`src/hw/rtl/range_filtered_top3_mean_core_defines.svh`:
```
// ----------------------------------------------------------------------------
// range_filtered_top3_mean_core_defines.svh
// Assertion macros shared by the range-filtered top-three mean core.
// ----------------------------------------------------------------------------
`ifndef RANGE_FILTERED_TOP3_MEAN_CORE_DEFINES_SVH
`define RANGE_FILTERED_TOP3_MEAN_CORE_DEFINES_SVH

// Same-cycle implication, disabled while reset is asserted.
`define RF3M_ASSERT_IMPLIES(label, clk, rst_n, ante, cons) \
    label: assert property (@(posedge clk) disable iff (!rst_n) (ante) |-> (cons)) \
        else $error("rf3m assertion failed");

// Next-cycle implication, disabled while reset is asserted.
`define RF3M_ASSERT_NEXT(label, clk, rst_n, ante, cons) \
    label: assert property (@(posedge clk) disable iff (!rst_n) (ante) |=> (cons)) \
        else $error("rf3m assertion failed");

`endif

```
`src/hw/rtl/rf3m_pkg.sv`:
```
// ----------------------------------------------------------------------------
// rf3m_pkg
// Types and constants for the range-filtered top-three mean core.
// ----------------------------------------------------------------------------
package rf3m_pkg;

    localparam int W       = 20;  // Q15.4 weight width
    localparam int SUM_W   = W + 2;  // sum of up to three weights
    localparam int MAG_W   = W + 1;  // magnitude of that sum
    localparam int USED_W  = 2;
    localparam int RECIP_W = 20;
    localparam int RECIP_SHIFT = 21;
    localparam int PROD_W  = MAG_W + RECIP_W;

    // ceil(2^21 / 3): exact floor division by 3 for magnitudes below 2^21
    localparam logic [RECIP_W-1:0] RECIP3 = 20'd699051;

    typedef logic signed [W-1:0] weight_t;

    localparam weight_t LOWER_RESET = 20'sd0;
    localparam weight_t UPPER_RESET = 20'sd16000;  // 1000.0

    typedef enum logic [0:0] {
        REG_LOWER_LIMIT = 1'b0,
        REG_UPPER_LIMIT = 1'b1
    } cfg_reg_t;

    typedef struct packed {
        logic         we;
        cfg_reg_t     index;
        logic [W-1:0] data;
    } cfg_wr_t;

endpackage

```
`src/hw/rtl/rf3m_sample_if.sv`:
```
// ----------------------------------------------------------------------------
// rf3m_sample_if
// Valid/ready channel carrying one weight sample and its last-of-batch mark.
// ----------------------------------------------------------------------------
interface rf3m_sample_if;
    import rf3m_pkg::*;

    logic    valid;
    logic    ready;
    weight_t weight;
    logic    last_sample;

    modport source (output valid, output weight, output last_sample, input ready);
    modport sink   (input valid, input weight, input last_sample, output ready);
endinterface

```
`src/hw/rtl/rf3m_result_if.sv`:
```
// ----------------------------------------------------------------------------
// rf3m_result_if
// Valid/ready channel carrying one batch result: mean and sample count.
// ----------------------------------------------------------------------------
interface rf3m_result_if;
    import rf3m_pkg::*;

    logic              valid;
    logic              ready;
    weight_t           top_mean;
    logic [USED_W-1:0] used_count;

    modport source (output valid, output top_mean, output used_count, input ready);
    modport sink   (input valid, input top_mean, input used_count, output ready);
endinterface

```
`src/hw/rtl/rf3m_rank.sv`:
```
// ----------------------------------------------------------------------------
// rf3m_rank
// Input register, limit registers and the sorted top-N insert. On the last
// word of a batch the updated list is handed off as a snapshot and cleared.
// ----------------------------------------------------------------------------
module rf3m_rank #(
    parameter int TOP_COUNT = 3,
    parameter int CNT_W     = $clog2(TOP_COUNT + 1)
) (
    input  logic                clk,
    input  logic                rst_n,
    rf3m_sample_if.sink         sample,
    input  rf3m_pkg::cfg_wr_t   cfg,
    output rf3m_pkg::weight_t   snap_values [TOP_COUNT],
    output logic [CNT_W-1:0]    snap_count,
    output logic                snap_valid,
    input  logic                snap_ready
);
    import rf3m_pkg::*;

    weight_t lower_reg;
    weight_t upper_reg;

    logic    in_valid_reg;
    logic    in_last_reg;
    logic    in_ok_reg;
    weight_t in_weight_reg;

    weight_t          best_reg   [TOP_COUNT];
    weight_t          best_next  [TOP_COUNT];
    weight_t          best_ins   [TOP_COUNT];
    logic [CNT_W-1:0] count_reg;
    logic [CNT_W-1:0] count_next;
    logic [CNT_W-1:0] count_ins;
    logic [TOP_COUNT-1:0] keep;

    weight_t          snap_reg [TOP_COUNT];
    logic [CNT_W-1:0] snap_count_reg;
    logic             snap_valid_reg;

    logic snap_free;
    logic in_adv;
    logic accept;
    logic in_range;

    assign snap_free    = !snap_valid_reg || snap_ready;
    // non-last words only touch local state, so they never wait on downstream
    assign in_adv       = in_valid_reg && (!in_last_reg || snap_free);
    assign sample.ready = !in_valid_reg || in_adv;
    assign accept       = sample.valid && sample.ready;
    assign in_range     = (sample.weight >= lower_reg) && (sample.weight <= upper_reg);

    always_ff @(posedge clk or negedge rst_n)
    begin
        if (!rst_n)
        begin
            lower_reg <= LOWER_RESET;
            upper_reg <= UPPER_RESET;
        end
        else if (cfg.we)
        begin
            unique case (cfg.index)
                REG_LOWER_LIMIT: lower_reg <= weight_t'(cfg.data);
                REG_UPPER_LIMIT: upper_reg <= weight_t'(cfg.data);
            endcase
        end
    end

    always_ff @(posedge clk or negedge rst_n)
    begin
        if (!rst_n)
        begin
            in_valid_reg <= 1'b0;
        end
        else if (accept)
        begin
            in_valid_reg <= 1'b1;
        end
        else if (in_adv)
        begin
            in_valid_reg <= 1'b0;
        end
    end

    always_ff @(posedge clk)
    begin
        if (accept)
        begin
            in_weight_reg <= sample.weight;
            in_last_reg   <= sample.last_sample;
            in_ok_reg     <= in_range;
        end
    end

    // Kept slots are sorted descending, so keep[] is a prefix; an equal value
    // stays ahead of the new one.
    always_comb
    begin
        for (int i = 0; i < TOP_COUNT; i++)
        begin
            keep[i] = (CNT_W'(i) < count_reg) && (best_reg[i] >= in_weight_reg);
        end
        best_ins[0] = keep[0] ? best_reg[0] : in_weight_reg;
        for (int i = 1; i < TOP_COUNT; i++)
        begin
            if (keep[i])
                best_ins[i] = best_reg[i];
            else if (keep[i-1])
                best_ins[i] = in_weight_reg;
            else
                best_ins[i] = best_reg[i-1];
        end
        count_ins = (count_reg == CNT_W'(TOP_COUNT)) ? count_reg : count_reg + CNT_W'(1);

        best_next  = best_reg;
        count_next = count_reg;
        if (in_adv && in_ok_reg)
        begin
            best_next  = best_ins;
            count_next = count_ins;
        end
    end

    always_ff @(posedge clk or negedge rst_n)
    begin
        if (!rst_n)
        begin
            for (int i = 0; i < TOP_COUNT; i++)
            begin
                best_reg[i] <= '0;
            end
            count_reg <= '0;
        end
        else if (in_adv && in_last_reg)
        begin
            for (int i = 0; i < TOP_COUNT; i++)
            begin
                best_reg[i] <= '0;
            end
            count_reg <= '0;
        end
        else
        begin
            best_reg  <= best_next;
            count_reg <= count_next;
        end
    end

    always_ff @(posedge clk or negedge rst_n)
    begin
        if (!rst_n)
        begin
            snap_valid_reg <= 1'b0;
        end
        else if (in_adv && in_last_reg)
        begin
            snap_valid_reg <= 1'b1;
        end
        else if (snap_ready)
        begin
            snap_valid_reg <= 1'b0;
        end
    end

    always_ff @(posedge clk)
    begin
        if (in_adv && in_last_reg)
        begin
            snap_reg       <= best_next;
            snap_count_reg <= count_next;
        end
    end

    assign snap_values = snap_reg;
    assign snap_count  = snap_count_reg;
    assign snap_valid  = snap_valid_reg;

endmodule

```
`src/hw/rtl/rf3m_mean.sv`:
```
// ----------------------------------------------------------------------------
// rf3m_mean
// Sums the kept samples, then divides by the count (truncating toward zero)
// into the output register.
// ----------------------------------------------------------------------------
module rf3m_mean #(
    parameter int TOP_COUNT = 3,
    parameter int CNT_W     = $clog2(TOP_COUNT + 1)
) (
    input  logic                clk,
    input  logic                rst_n,
    input  rf3m_pkg::weight_t   snap_values [TOP_COUNT],
    input  logic [CNT_W-1:0]    snap_count,
    input  logic                snap_valid,
    output logic                snap_ready,
    rf3m_result_if.source       result
);
    import rf3m_pkg::*;

    logic signed [SUM_W-1:0] sum;
    logic [MAG_W-1:0]        mag;

    logic              sum_valid_reg;
    logic [MAG_W-1:0]  mag_reg;
    logic              neg_reg;
    logic [USED_W-1:0] n_reg;

    logic [PROD_W-1:0] prod;
    logic [MAG_W-1:0]  q3;
    logic [MAG_W-1:0]  quot;
    logic [MAG_W-1:0]  quot_signed;

    logic              out_valid_reg;
    weight_t           mean_reg;
    logic [USED_W-1:0] used_reg;

    logic out_free;
    logic sum_free;

    assign out_free   = !out_valid_reg || result.ready;
    assign sum_free   = !sum_valid_reg || out_free;
    assign snap_ready = sum_free;

    always_comb
    begin
        sum = '0;
        for (int i = 0; i < TOP_COUNT; i++)
        begin
            if (CNT_W'(i) < snap_count)
                sum = sum + SUM_W'(snap_values[i]);
        end
        mag = sum[SUM_W-1] ? MAG_W'(-sum) : MAG_W'(sum);
    end

    always_ff @(posedge clk or negedge rst_n)
    begin
        if (!rst_n)
        begin
            sum_valid_reg <= 1'b0;
        end
        else if (sum_free)
        begin
            sum_valid_reg <= snap_valid;
        end
    end

    always_ff @(posedge clk)
    begin
        if (sum_free && snap_valid)
        begin
            mag_reg <= mag;
            neg_reg <= sum[SUM_W-1];
            n_reg   <= USED_W'(snap_count);
        end
    end

    // Divide the magnitude, then restore the sign: truncation toward zero.
    always_comb
    begin
        prod = PROD_W'(mag_reg) * PROD_W'(RECIP3);
        q3   = MAG_W'(prod >> RECIP_SHIFT);
        unique case (n_reg)
            2'd0: quot = '0;
            2'd1: quot = mag_reg;
            2'd2: quot = mag_reg >> 1;
            2'd3: quot = q3;
        endcase
        quot_signed = neg_reg ? -quot : quot;
    end

    always_ff @(posedge clk or negedge rst_n)
    begin
        if (!rst_n)
        begin
            out_valid_reg <= 1'b0;
        end
        else if (out_free)
        begin
            out_valid_reg <= sum_valid_reg;
        end
    end

    always_ff @(posedge clk)
    begin
        if (out_free && sum_valid_reg)
        begin
            mean_reg <= weight_t'(quot_signed[W-1:0]);
            used_reg <= n_reg;
        end
    end

    assign result.valid      = out_valid_reg;
    assign result.top_mean   = mean_reg;
    assign result.used_count = used_reg;

endmodule

```
`src/hw/rtl/range_filtered_top3_mean_core.sv`:
```
// ----------------------------------------------------------------------------
// range_filtered_top3_mean_core
// Keeps the largest in-range load-cell samples of a batch and reports their
// mean and count at the end of the batch.
// ----------------------------------------------------------------------------
// Usage:
//   sample: one signed Q15.4 weight per word, last_sample marks batch end.
//   result: one word per batch, the truncated mean of up to TOP_COUNT largest
//           samples within [lower_limit, upper_limit], and how many were used.
//   cfg:    write-only limits (index 0 lower, index 1 upper), written while idle.
// Throughput: one sample word per cycle unless a last word stalls; the top-N
//   insert is a single compare and shift per word against registered state.
// Path: the last word of a batch passes the input register, snapshot, sum and
//   divide/output registers before its result word is valid.
// Reset: limits return to 0.0 and 1000.0, the kept list and count clear, all
//   pipeline stages empty.
// Stall: while result is held, non-last words keep flowing; a last word waits
//   in the input register only once the snapshot and sum stages are full.
// ----------------------------------------------------------------------------
`include "range_filtered_top3_mean_core_defines.svh"

module range_filtered_top3_mean_core #(
    parameter int TOP_COUNT = 3
) (
    input  logic                    clk,
    input  logic                    rst_n,
    rf3m_sample_if.sink             sample,
    rf3m_result_if.source           result,
    input  logic                    cfg_we,
    input  logic [0:0]              cfg_index,
    input  logic [rf3m_pkg::W-1:0]  cfg_data
);
    import rf3m_pkg::*;

    localparam int CNT_W = $clog2(TOP_COUNT + 1);

    cfg_wr_t          cfg;
    weight_t          snap_values [TOP_COUNT];
    logic [CNT_W-1:0] snap_count;
    logic             snap_valid;
    logic             snap_ready;
    logic             snap_sorted;

    assign cfg.we    = cfg_we;
    assign cfg.index = cfg_reg_t'(cfg_index);
    assign cfg.data  = cfg_data;

    rf3m_rank #(
        .TOP_COUNT (TOP_COUNT),
        .CNT_W     (CNT_W)
    ) u_rank (
        .clk         (clk),
        .rst_n       (rst_n),
        .sample      (sample),
        .cfg         (cfg),
        .snap_values (snap_values),
        .snap_count  (snap_count),
        .snap_valid  (snap_valid),
        .snap_ready  (snap_ready)
    );

    rf3m_mean #(
        .TOP_COUNT (TOP_COUNT),
        .CNT_W     (CNT_W)
    ) u_mean (
        .clk         (clk),
        .rst_n       (rst_n),
        .snap_values (snap_values),
        .snap_count  (snap_count),
        .snap_valid  (snap_valid),
        .snap_ready  (snap_ready),
        .result      (result)
    );

    // used slots of a snapshot must be in descending order
    always_comb
    begin
        snap_sorted = 1'b1;
        for (int i = 1; i < TOP_COUNT; i++)
        begin
            if ((CNT_W'(i) < snap_count) && (snap_values[i] > snap_values[i-1]))
                snap_sorted = 1'b0;
        end
    end

    `RF3M_ASSERT_IMPLIES(a_snap_sorted, clk, rst_n, snap_valid, snap_sorted)
    `RF3M_ASSERT_IMPLIES(a_count_range, clk, rst_n, snap_valid, snap_count <= CNT_W'(TOP_COUNT))
    `RF3M_ASSERT_IMPLIES(a_used_range, clk, rst_n, result.valid, result.used_count <= USED_W'(TOP_COUNT))
    `RF3M_ASSERT_IMPLIES(a_empty_zero, clk, rst_n, result.valid && (result.used_count == '0), result.top_mean == '0)

endmodule
```
`src/flat_wrapper.sv`:
```
// flat-port wrapper written by rule: the top's interface ports become plain ports
module range_filtered_top3_mean_core_flat import rf3m_pkg::*;
#(
    parameter int TOP_COUNT = 3
)
  (clk, rst_n, cfg_we, cfg_index, cfg_data, sample_valid, sample_weight, sample_last_sample, sample_ready, result_valid, result_top_mean, result_used_count, result_ready);
  rf3m_sample_if sample_i ();
  rf3m_result_if result_i ();
  input  logic clk;
  input  logic rst_n;
  input  logic cfg_we;
  input  logic [0:0] cfg_index;
  input  logic [rf3m_pkg::W-1:0] cfg_data;
  input wire logic [$bits(sample_i.valid)-1:0] sample_valid;
  input wire logic [$bits(sample_i.weight)-1:0] sample_weight;
  input wire logic [$bits(sample_i.last_sample)-1:0] sample_last_sample;
  output wire logic [$bits(sample_i.ready)-1:0] sample_ready;
  output wire logic [$bits(result_i.valid)-1:0] result_valid;
  output wire logic [$bits(result_i.top_mean)-1:0] result_top_mean;
  output wire logic [$bits(result_i.used_count)-1:0] result_used_count;
  input wire logic [$bits(result_i.ready)-1:0] result_ready;
  assign sample_i.valid = sample_valid;
  assign sample_i.weight = sample_weight;
  assign sample_i.last_sample = sample_last_sample;
  assign sample_ready = sample_i.ready;
  assign result_valid = result_i.valid;
  assign result_top_mean = result_i.top_mean;
  assign result_used_count = result_i.used_count;
  assign result_i.ready = result_ready;
  range_filtered_top3_mean_core #(.TOP_COUNT(TOP_COUNT)) u_core (.clk(clk), .rst_n(rst_n), .sample(sample_i), .result(result_i), .cfg_we(cfg_we), .cfg_index(cfg_index), .cfg_data(cfg_data));
endmodule
```
`config.mk`:
```
export PLATFORM = sky130hd
export DESIGN_NAME = range_filtered_top3_mean_core_flat
export DESIGN_NICKNAME = d
export VERILOG_FILES = /design/src/hw/rtl/rf3m_pkg.sv /design/src/hw/rtl/rf3m_sample_if.sv /design/src/hw/rtl/rf3m_result_if.sv /design/src/hw/rtl/rf3m_rank.sv /design/src/hw/rtl/rf3m_mean.sv /design/src/hw/rtl/range_filtered_top3_mean_core.sv /design/src/flat_wrapper.sv
export VERILOG_INCLUDE_DIRS = /design/src /design/src/hw/rtl
export SDC_FILE = /design/constraint.sdc
export NUM_CORES = 1
export LEC_CHECK = 0
export BUFFER_PORTS_ARGS = -buffer_cell sky130_fd_sc_hd__buf_4
export CAP_MARGIN = 5
export CORE_MARGIN = 5
export CORE_UTILIZATION = 65
export DETAILED_ROUTE_END_ITERATION = 12
export GPL_TIMING_DRIVEN = 0
export PLACE_DENSITY = 0.88
export REMOVE_ABC_BUFFERS = 1
export SYNTH_ARGS = -nofsm -noshare
export SYNTH_HDL_FRONTEND = slang
export SYNTH_SLANG_ARGS = --single-unit
```
`constraint.sdc`:
```
create_clock -name clk -period 16.58 [get_ports clk]
set_clock_uncertainty 0.2 [all_clocks]
set_input_delay 1.658 -clock clk [delete_from_list [all_inputs] [get_ports clk]]
set_output_delay 1.658 -clock clk [all_outputs]
set_load 0.05 [all_outputs]
```
After elaboration in Yosys (flattened, before gate mapping). Index checks and enable logic that the tools add are counted.

Bits of input ports: 47. Register bits: 236. Output and inout port bits: 24. Logic and storage cells: 89.

$add $sub $neg: 5. Reduce and logical (&&, ||, !) cells: 25. Equality and inequality tests: 4. Bitwise gates (word level): 1. Muxes and demuxes: 20. Magnitude comparators: 11. Multiply operators: 1.

Operators with widths (count): $mux 20 (6); $mux 60 (2); $ge 20x20->1 (4); $pmux 20 s4 (1); $mux 22 (3); $add 22x20->22 (2); $mul 21x20->41 const B (1); $mux 21 (1); $neg 21->21 (1); $le 20x20->1 (1); $neg 20->20 (1); $logic_and 1x1->1 (10); $lt 1x2->1 const A (4); $eq 2x2->1 const B (3); $mux 2 (3); $logic_not 1->1 (5); $logic_or 1x1->1 (5); $lt 2x2->1 const A (2); $mux 1 (4); $reduce_and 2->1 (2); $reduce_bool 2->1 (2); $add 2x1->2 const B (1); $eq 2x1->1 const B (1); $logic_not 2->1 (1); $not 1->1 (1).

Logic depth before layout (Yosys ltp). Gate-level depths: netlist (run 1).

Depth after elaboration: 9. Gate-level depth with buffers: 29. Mapped depth without buffers: 25.

Cells and area by module. From an unflattened synthesis (run 1), not the netlist that was laid out.

Cells, all modules: 2389. Area, all modules: 23043.4 sq um.

By module, submodules not included: rf3m_mean (times used 1, seq. area each 1431.4 sq um, cells an instance 1451, area each 13046.3 sq um); rf3m_rank (times used 1, seq. area each 5132.4 sq um, cells an instance 938, area each 9997.1 sq um).

Worst setup path before layout (run 1). No wires, ideal clock.

Path type: register to register. Start point: reg u_core.u_mean.mag_reg[1]. End point: reg u_core.u_mean.mean_reg[18] (netlist: u_core.u_mean.result.top_mean[18]), data pin. Arrival time: 6752 ps. Cell stages (with the launch flop): 23. Path buffers: 0. Clock period less this slack: 7219 ps. Required time: 16113 ps. Slack: 9361 ps. Setup time: 267 ps. Cell sequence: edfxtp_1 > ha_1 > xor2_1 > ha_1 > inv_1 > fa_1 > inv_1 > fa_1 > fa_1 > fa_1 > fa_1 > ha_1 > nand4_2 > nand2b_4 > or4_4 > a21oi_2 > o31a_2 > o31a_4 > or4b_4 > nor4b_4 > nand3_1 > o31ai_1 > xnor2_1.

Word-level cells in the longest chain between the ends: 4.

Ends and longest elaborated chain: from (decl) (RTL line rf3m_mean.sv:24) `logic [MAG_W-1:0] mag_reg;`; from (signal assigned) (RTL line rf3m_mean.sv:71) `mag_reg <= mag;`; $mul 21x20->41 (RTL line rf3m_mean.sv:80) `prod = PROD_W'(mag_reg) * PROD_W'(RECIP3);`; $pmux 20 s4 * (RTL line rf3m_mean.sv:82) `unique case (n_reg)`; $neg 20->20 (RTL line rf3m_mean.sv:88) `quot_signed = neg_reg ? -quot : quot;`; $mux 20 * (RTL line rf3m_mean.sv:88); via u_core.u_mean.quot_signed[18] (RTL line rf3m_mean.sv:31) `logic [MAG_W-1:0] quot_signed;`; to (signal assigned) (RTL line rf3m_mean.sv:107) `mean_reg <= weight_t'(quot_signed[W-1:0]);`; to (decl) (RTL line rf3m_mean.sv:34) `weight_t mean_reg;`.

Mark *: on every way through the listed nets, which the timed path passes. The rest lies on a longest branch. A chain may end at the register's enable or synchronous reset.

Final worst setup path (run 1).
Start point: reg u_core.u_mean.mag_reg[3]. End point: reg u_core.u_mean.mean_reg[18] (netlist: u_core.u_mean.result.top_mean[18]), data pin.

The elaborated chain is that of the path after synthesis.

==> summary.txt, run 1 <==
STA
  – Final setup viols: 0
  – Fin crit share: 0.5159
  – Minimum clock period: 8.554 ns
  – Fmax: 116.9 MHz
  – Slew HR: 0.05824
  – Slew Viols, Final: 0
  – RSZ-0062 raised after global routing: false
  – Post-Route Setup TNS: 0 ns
  – Slew @ Worst Pin: 1.407 ns
  – Final hold vios: 0

Critical path
  – CP arrival: 8.65 ns
  – CP Data Required Time: 16.67 ns
  – Kind of critical path: flip-flop to flip-flop
  – CP max FO: 9
  – Critical path endpoint category: flip-flop
  – Worst Setup Start Kind: flip-flop

Clock network
  – CTS tree: built
  – Reg clk slew, reported paths: 0.06 ns
  – Maximum root-to-sink buffer count: 3
  – Post-CTS sizing: 0
  – Worst skew pair latency: 0.55 ns
  – H-tree levels: 1
  – Root Buffer: clkbuf_16
  – Hold_buf cts: 0
  – Setup bufs post-CTS: 0
  – Clock sinks: 236
  – Num CTS Buffers: 26

Route
  – Drt wl/cell: 20.10 microns
  – DRC viols: 0
  – DR iter-0 viols: 1275
  – Via count: 17750
  – ANT nets after route: 0
  – Routed wire length: 56.94 mm
  – Routed vias/inst: 6.265
  – Drt pass-1 iters: 6

Layout
  – Most common cell after layout, fill and taps aside: inv_1
  – P&R area growth vs syn: 8.346%
  – Fillcell total: 2473
  – Fin nets: 2885
  – Diodes inserted: 0
  – Most frequent cells in the layout: 336 x inv_1, 335 x ha_1, 145 x fa_1, 141 x a21oi_1, 130 x edfxtp_1
  – Layout cells sized above 1: 0.08579
  – Reg area: 6564 sq um
  – Area of the multi-input gates: 14920 sq um

Global route
  – Pin count of the biggest net entering global routing: 66
  – Vias in the first global route: 18780
  – GRT Overall Usage: 0.2932
  – GR Overflow Total: 0
  – First-pass GRT wire length: 92.93 mm
  – Initial antenna violation count: 0

Min path
  – Worst min-delay path category: flip-flop to flip-flop

Flow run
  – Max Cap Violations: 0

Placed design
  – Post-DP HPWL: 45.55 mm
  – Gp weighted congestion: 0.9592
  – PortBufs: 70

Synthesis
  – Yosys top cell by area: ha_1
  – Avg Inst Size Synth: 9.907 sq um
  – Flops & latches, synth: 236
  – Top cells by area, synth: ha_1 18%, edfxtp_1 17%, fa_1 13%, dfrtp_1 11%, inv_1 5.5%
  – Cell Area, Synth: 22980 sq um
  – Top FF cell, synth: edfxtp_1
  – Post-Syn Instances: 2320
  – Post-synth ARST share: 0.4492
  – Number of synthesized flops with an enable pin: 130
  – Post-synth top area share: 0.1824
  – Unique masters post-synth: 82
  – Sequential share of the synthesized area: 0.2856
  – Synth Warn #: 0

Floorplan
  – Core Box Area: 34710 sq um
  – Initial core utilization: 0.6621
  – Die area: 39220 sq um
  – Row count: 68
  – Die Ht: 198.0 microns
  – Horiz. Die Dim: 198.0 microns
  – I/O pins: 71

Run status
  – Status: finished clean
==> cell usage after synthesis (51+ instances only) <==
master and number:
a21o_1 83, xnor2_1 51, a21oi_1 141, nand2_1 114
inv_1 336, ha_1 335, clkbuf_1 62, o21ai_0 87
dfrtp_1 100, nor2b_1 65, nor2_1 120, edfxtp_1 130
fa_1 145
==> layer usage <==
metal,up-vias,global-route usage,part of all wire
li1,8240,-,-
met4,0,0.1512,0.063
met3,241,0.03965,0.054
met5,-,0,0
met2,716,0.5373,0.51
met1,8552,0.3328,0.38
==> per-stage QoR <==
| step | area [sq um] | util | hold WS, ns | setup WS, ns | std cells |
|---|---|---|---|---|---|
| after floorplan | 22710 | - | 0.2408 | 9.358 | 2249 |
| after detailed placement | 24010 | 0.6916 | 0.2700 | 8.265 | 2783 |
| after global routing | 24900 | 0.7173 | 0.2985 | 7.827 | 2833 |
| final | 24900 | 0.7173 | 0.2791 | 8.026 | 2833 |
| after CTS | 24860 | 0.7161 | 0.2845 | 8.233 | 2831 |
| after global placement | 23800 | 0.6857 | 0.2535 | 7.883 | 2774 |
==> critical path: stages (launching register included) <==
cell and delay (ns):
edfxtp_1 0.64, ha_1 0.46, xor2_1 0.58, ha_1 0.21
inv_1 0.05, fa_1 0.53, inv_1 0.06, fa_1 0.50
fa_1 0.52, fa_1 0.51, fa_1 0.42, ha_1 0.44
nor3_1 0.10, o31ai_1 0.45, nand2_1 0.12, a211oi_1 0.70
o21ai_0 0.15, nor3b_1 0.19, or4b_4 0.57, nor4b_4 0.28
nand3_1 0.19, o31ai_1 0.33, xnor2_1 0.10
==> area by class of cell <==
cell class	count	area share
clock buffers	35	0.03120
flip-flops and latches	236	0.2636
repair buffers	81	0.02944
multi-input cells	1677	0.5993
inverters	336	0.05065
clock inverters	13	0.002965
well taps	455	0.02286
==> path summary, 6_finish.rpt <==
kind | start | endpoint | slack [ns] | cells after the start
max in group asynchronous | rst_n | u_core.u_rank.upper_reg[7]$_DFFE_PN1P_ | 14.51 | 2
worst min-delay path | u_core.u_rank.snap_valid$_DFFE_PN0P_ | u_core.u_mean.sum_valid_reg$_DFFE_PN0P_ | 0.28 | 1
min in group asynchronous | rst_n | u_core.u_rank.lower_reg[15]$_DFFE_PN0P_ | 0.90 | 1
worst max-delay path | u_core.u_mean.mag_reg[3]$_DFFE_PP_ | u_core.u_mean.result.top_mean[18]$_DFFE_PP_ | 8.03 | 22
worst min register to register | u_core.u_rank.snap_valid$_DFFE_PN0P_ | u_core.u_mean.sum_valid_reg$_DFFE_PN0P_ | 0.28 | 1
worst max register to register | u_core.u_mean.mag_reg[3]$_DFFE_PP_ | u_core.u_mean.result.top_mean[18]$_DFFE_PP_ | 8.03 | 22
==> kinds of logic (layout without fill, tap and decap cells) <==
logic type | count (synthesis) | in the layout | synth area share
xor gates and xnor gates | 92 | 92 | 0.03506
buffers and inverters | 407 | 465 | 0.06685
and+or+nand+nor | 488 | 488 | 0.1095
muxes | 89 | 89 | 0.04110
AOI/OAI and AO/OA | 528 | 528 | 0.1532
DFF | 236 | 236 | 0.2856
adders and majority gates | 480 | 480 | 0.3087
Power of run 1 is not shown: default switching activity piles up to over one toggle a cycle in this logic, so the estimate is an artifact.
==> inputs of run 2 (changes only) <==
--- a/config.mk
+++ b/config.mk
@@ -9,10 +9,10 @@
 export BUFFER_PORTS_ARGS = -buffer_cell sky130_fd_sc_hd__buf_4
 export CAP_MARGIN = 5
 export CORE_MARGIN = 5
-export CORE_UTILIZATION = 65
+export CORE_UTILIZATION = 59
 export DETAILED_ROUTE_END_ITERATION = 12
 export GPL_TIMING_DRIVEN = 0
-export PLACE_DENSITY = 0.88
+export PLACE_DENSITY = 0.84
 export REMOVE_ABC_BUFFERS = 1
 export SYNTH_ARGS = -nofsm -noshare
 export SYNTH_HDL_FRONTEND = slang
==> constraint.sdc (replaced) <==
create_clock -name clk -period 7.59 [get_ports clk]
set_clock_uncertainty 0.2 [all_clocks]
set_input_delay 0.759 -clock clk [delete_from_list [all_inputs] [get_ports clk]]
set_output_delay 0.759 -clock clk [all_outputs]
set_load 0.05 [all_outputs]
==> summary.txt, run 2 (same netlist as run 1, synthesis figures left out) <==
Run status
  – Status: finished clean

STA
  – Minimum clock period: 7.456 ns (-1.097 ns)
  – Final setup viols: 0 (unchanged)
  – Slew HR: 0.08055 (+0.02230)
  – Post-Route Setup TNS: 0 ns (unchanged)
  – Fmax: 134.1 MHz (+15%)
  – Slew Viols, Final: 0 (unchanged)
  – Final hold vios: 0 (unchanged)
  – Final setup margin: 0.1337 ns (-7.893 ns)
  – Slew @ Worst Pin: 1.379 ns (-0.02826 ns)
  – Fin crit share: 0.9824 (+0.4665)

Global route
  – First-pass GRT wire length: 94.69 mm (+1.9%)
  – GRT Overall Usage: 0.2653 (-0.02786)
  – GR Overflow Total: 0 (unchanged)
  – Vias in the first global route: 18850 (+0.39%)
  – Pin count of the biggest net entering global routing: 60 (-9.1%)
  – Initial antenna violation count: 0 (unchanged)

Route
  – ANT nets after route: 0 (unchanged)
  – DR iter-0 viols: 1517 (+19%)
  – Drt wl/cell: 19.92 microns (-0.89%)
  – Routed vias/inst: 6.075 (-3.0%)
  – Via count: 18100 (+2.0%)
  – Drt pass-1 iters: 6 (unchanged)
  – Routed wire length: 59.34 mm (+4.2%)
  – DRC viols: 0 (unchanged)

Critical path
  – Kind of critical path: flip-flop to flip-flop
  – Critical path endpoint category: flip-flop
  – CP max FO: 7 (-2)
  – CP Data Required Time: 7.70 ns (-8.97 ns)
  – FF-to-FF path depth: 23 (+4.5%)
  – Crit. Startpoint: u_core.u_mean.mag_reg[6]$_DFFE_PP_
  – Reg2reg setup slack: 0.13 ns (-7.89 ns)
  – CP arrival: 7.57 ns (-1.08 ns)
  – Worst R2R Start: u_core.u_mean.mag_reg[6]$_DFFE_PP_
  – R2r endpoint: u_core.u_mean.result.top_mean[19]$_DFFE_PP_
  – Worst Setup Start Kind: flip-flop

Clock network
  – CTS tree: built
  – Root Buffer: clkbuf_16
  – Worst skew pair latency: 0.57 ns (+0.02 ns)
  – Num CTS Buffers: 27 (+3.8%)
  – Clock sinks: 236 (unchanged)
  – H-tree levels: 1 (unchanged)
  – Maximum root-to-sink buffer count: 3 (unchanged)
  – Reg clk slew, reported paths: 0.06 ns (about the same)

Floorplan
  – Die area: 43000 sq um (+9.6%)
  – Row count: 72 (+5.9%)
  – Initial core utilization: 0.5961 (-0.06600)
  – Die Ht: 207.4 microns (+4.7%)
  – I/O pins: 71 (unchanged)
  – Core Box Area: 38560 sq um (+11%)
  – Horiz. Die Dim: 207.4 microns (+4.7%)

Layout
  – Layout cells sized above 1: 0.1451 (+0.05928)
  – Most frequent cells in the layout: 335 x inv_1, 297 x ha_1, 148 x buf_4, 142 x fa_1, 133 x a21oi_1
  – Fillcell total: 2873 (+16%)
  – Fin nets: 2967 (+2.8%)
  – Area of the multi-input gates: 15580 sq um (+4.4%)
  – Most common cell after layout, fill and taps aside: inv_1
  – Final Core Density: 0.6841 (-0.03325)
  – Reg area: 6564 sq um (unchanged)
  – Diodes inserted: 0 (unchanged)
  – P&R area growth vs syn: 14.76%

Min path
  – Worst min-delay path category: input port to asynchronous set/reset pin

Flow run
  – Max Cap Violations: 0 (unchanged)

Placed design
  – Gp weighted congestion: 0.9582 (-0.10%)
  – Post-DP HPWL: 44.95 mm (-1.3%)
  – PortBufs: 70 (unchanged)
  – Pre-CTS setup slack: -0.6002 ns (-8.865 ns)
## run 2: changes by cell type in the layout (fill, tap and decap cells not counted), moves of 5 or more
cell	before	now
bufinv_16	0	6
buf_4	72	148
ha_1	335	297
a21oi_2	2	9
a21oi_1	141	133
buf_6	2	7
ha_4	0	33
ha_2	0	5
## run 2: area by class of cell
cell class | count | share of cell area
Multi-Input combinational cell | 1678 | 0.5907
Sequential cell | 236 | 0.2489
Timing Repair Buffer | 161 | 0.05080
Inverter | 336 | 0.04782
Clock buffer | 30 | 0.02642
Tap cell | 518 | 0.02457
Clock inverter | 20 | 0.01082
## run 2: how the worst max path moves through the flow
stage / slack (ns) / cells past startpoint / endpoint
after floorplan: 0.37 / 22 / u_core.u_mean.result.top_mean[18]$_DFFE_PP_
after global placement: -0.54 / 22 / u_core.u_mean.result.top_mean[18]$_DFFE_PP_
after detailed placement: -0.60 / 22 / u_core.u_mean.result.top_mean[18]$_DFFE_PP_
after CTS: 0.001 / 21 / u_core.u_mean.result.top_mean[19]$_DFFE_PP_
after global routing: -0.07 / 25 / u_core.u_mean.result.top_mean[19]$_DFFE_PP_
final: 0.13 / 23 / u_core.u_mean.result.top_mean[19]$_DFFE_PP_
## run 2: timing repair
action | 4_1_cts | 5_1_grt
endpoints found under the setup margin | 35 | 34
resized for setup | 30 | 80
pin swaps | 5 | 59
hold buffers | 0 | 0
buffers inserted | 34 | 46
gates cloned | 0 | 1
## run 2: routing by layer
| metal | vias up | global-route usage | routed length [microns] |
|---|---|---|---|
| li1 | 8403 | - | - |
| met1 | 8764 | 0.3133 | 22680 |
| met2 | 720 | 0.4896 | 30730 |
| met3 | 211 | 0.03023 | 3017 |
| met4 | 0 | 0.1113 | 2907 |
| met5 | - | 0 | 0 |
## run 2: stage by stage
stage          area [sq um]  hold WS [ns]  instances
6_report              26380       0.07904       2979
5_1_grt               26380        0.1251       2979
4_1_cts               25500       0.09443       2930
3_5_place_dp          24090        0.2749       2846
3_3_place_gp          23880        0.2569       2837
2_1_floorplan         22710        0.2408       2249
## run 2: worst max-delay path, cell delays in order, from the launching register on
cell and delay, ns:
edfxtp_1 0.52, ha_4 0.24, buf_4 0.14, fa_1 0.49
inv_1 0.07, fa_1 0.53, inv_1 0.06, fa_1 0.47
fa_1 0.52, fa_1 0.50, ha_1 0.33, ha_4 0.33
and4_4 0.26, nand2b_4 0.07, or4_1 0.63, or3_1 0.38
o32ai_1 0.22, a2111oi_0 0.16, xnor2_1 0.17, a21oi_2 0.19
nand4b_1 0.12, buf_4 0.18, o41ai_4 0.30, xnor2_1 0.11
Power of run 2 is left out for the same reason.
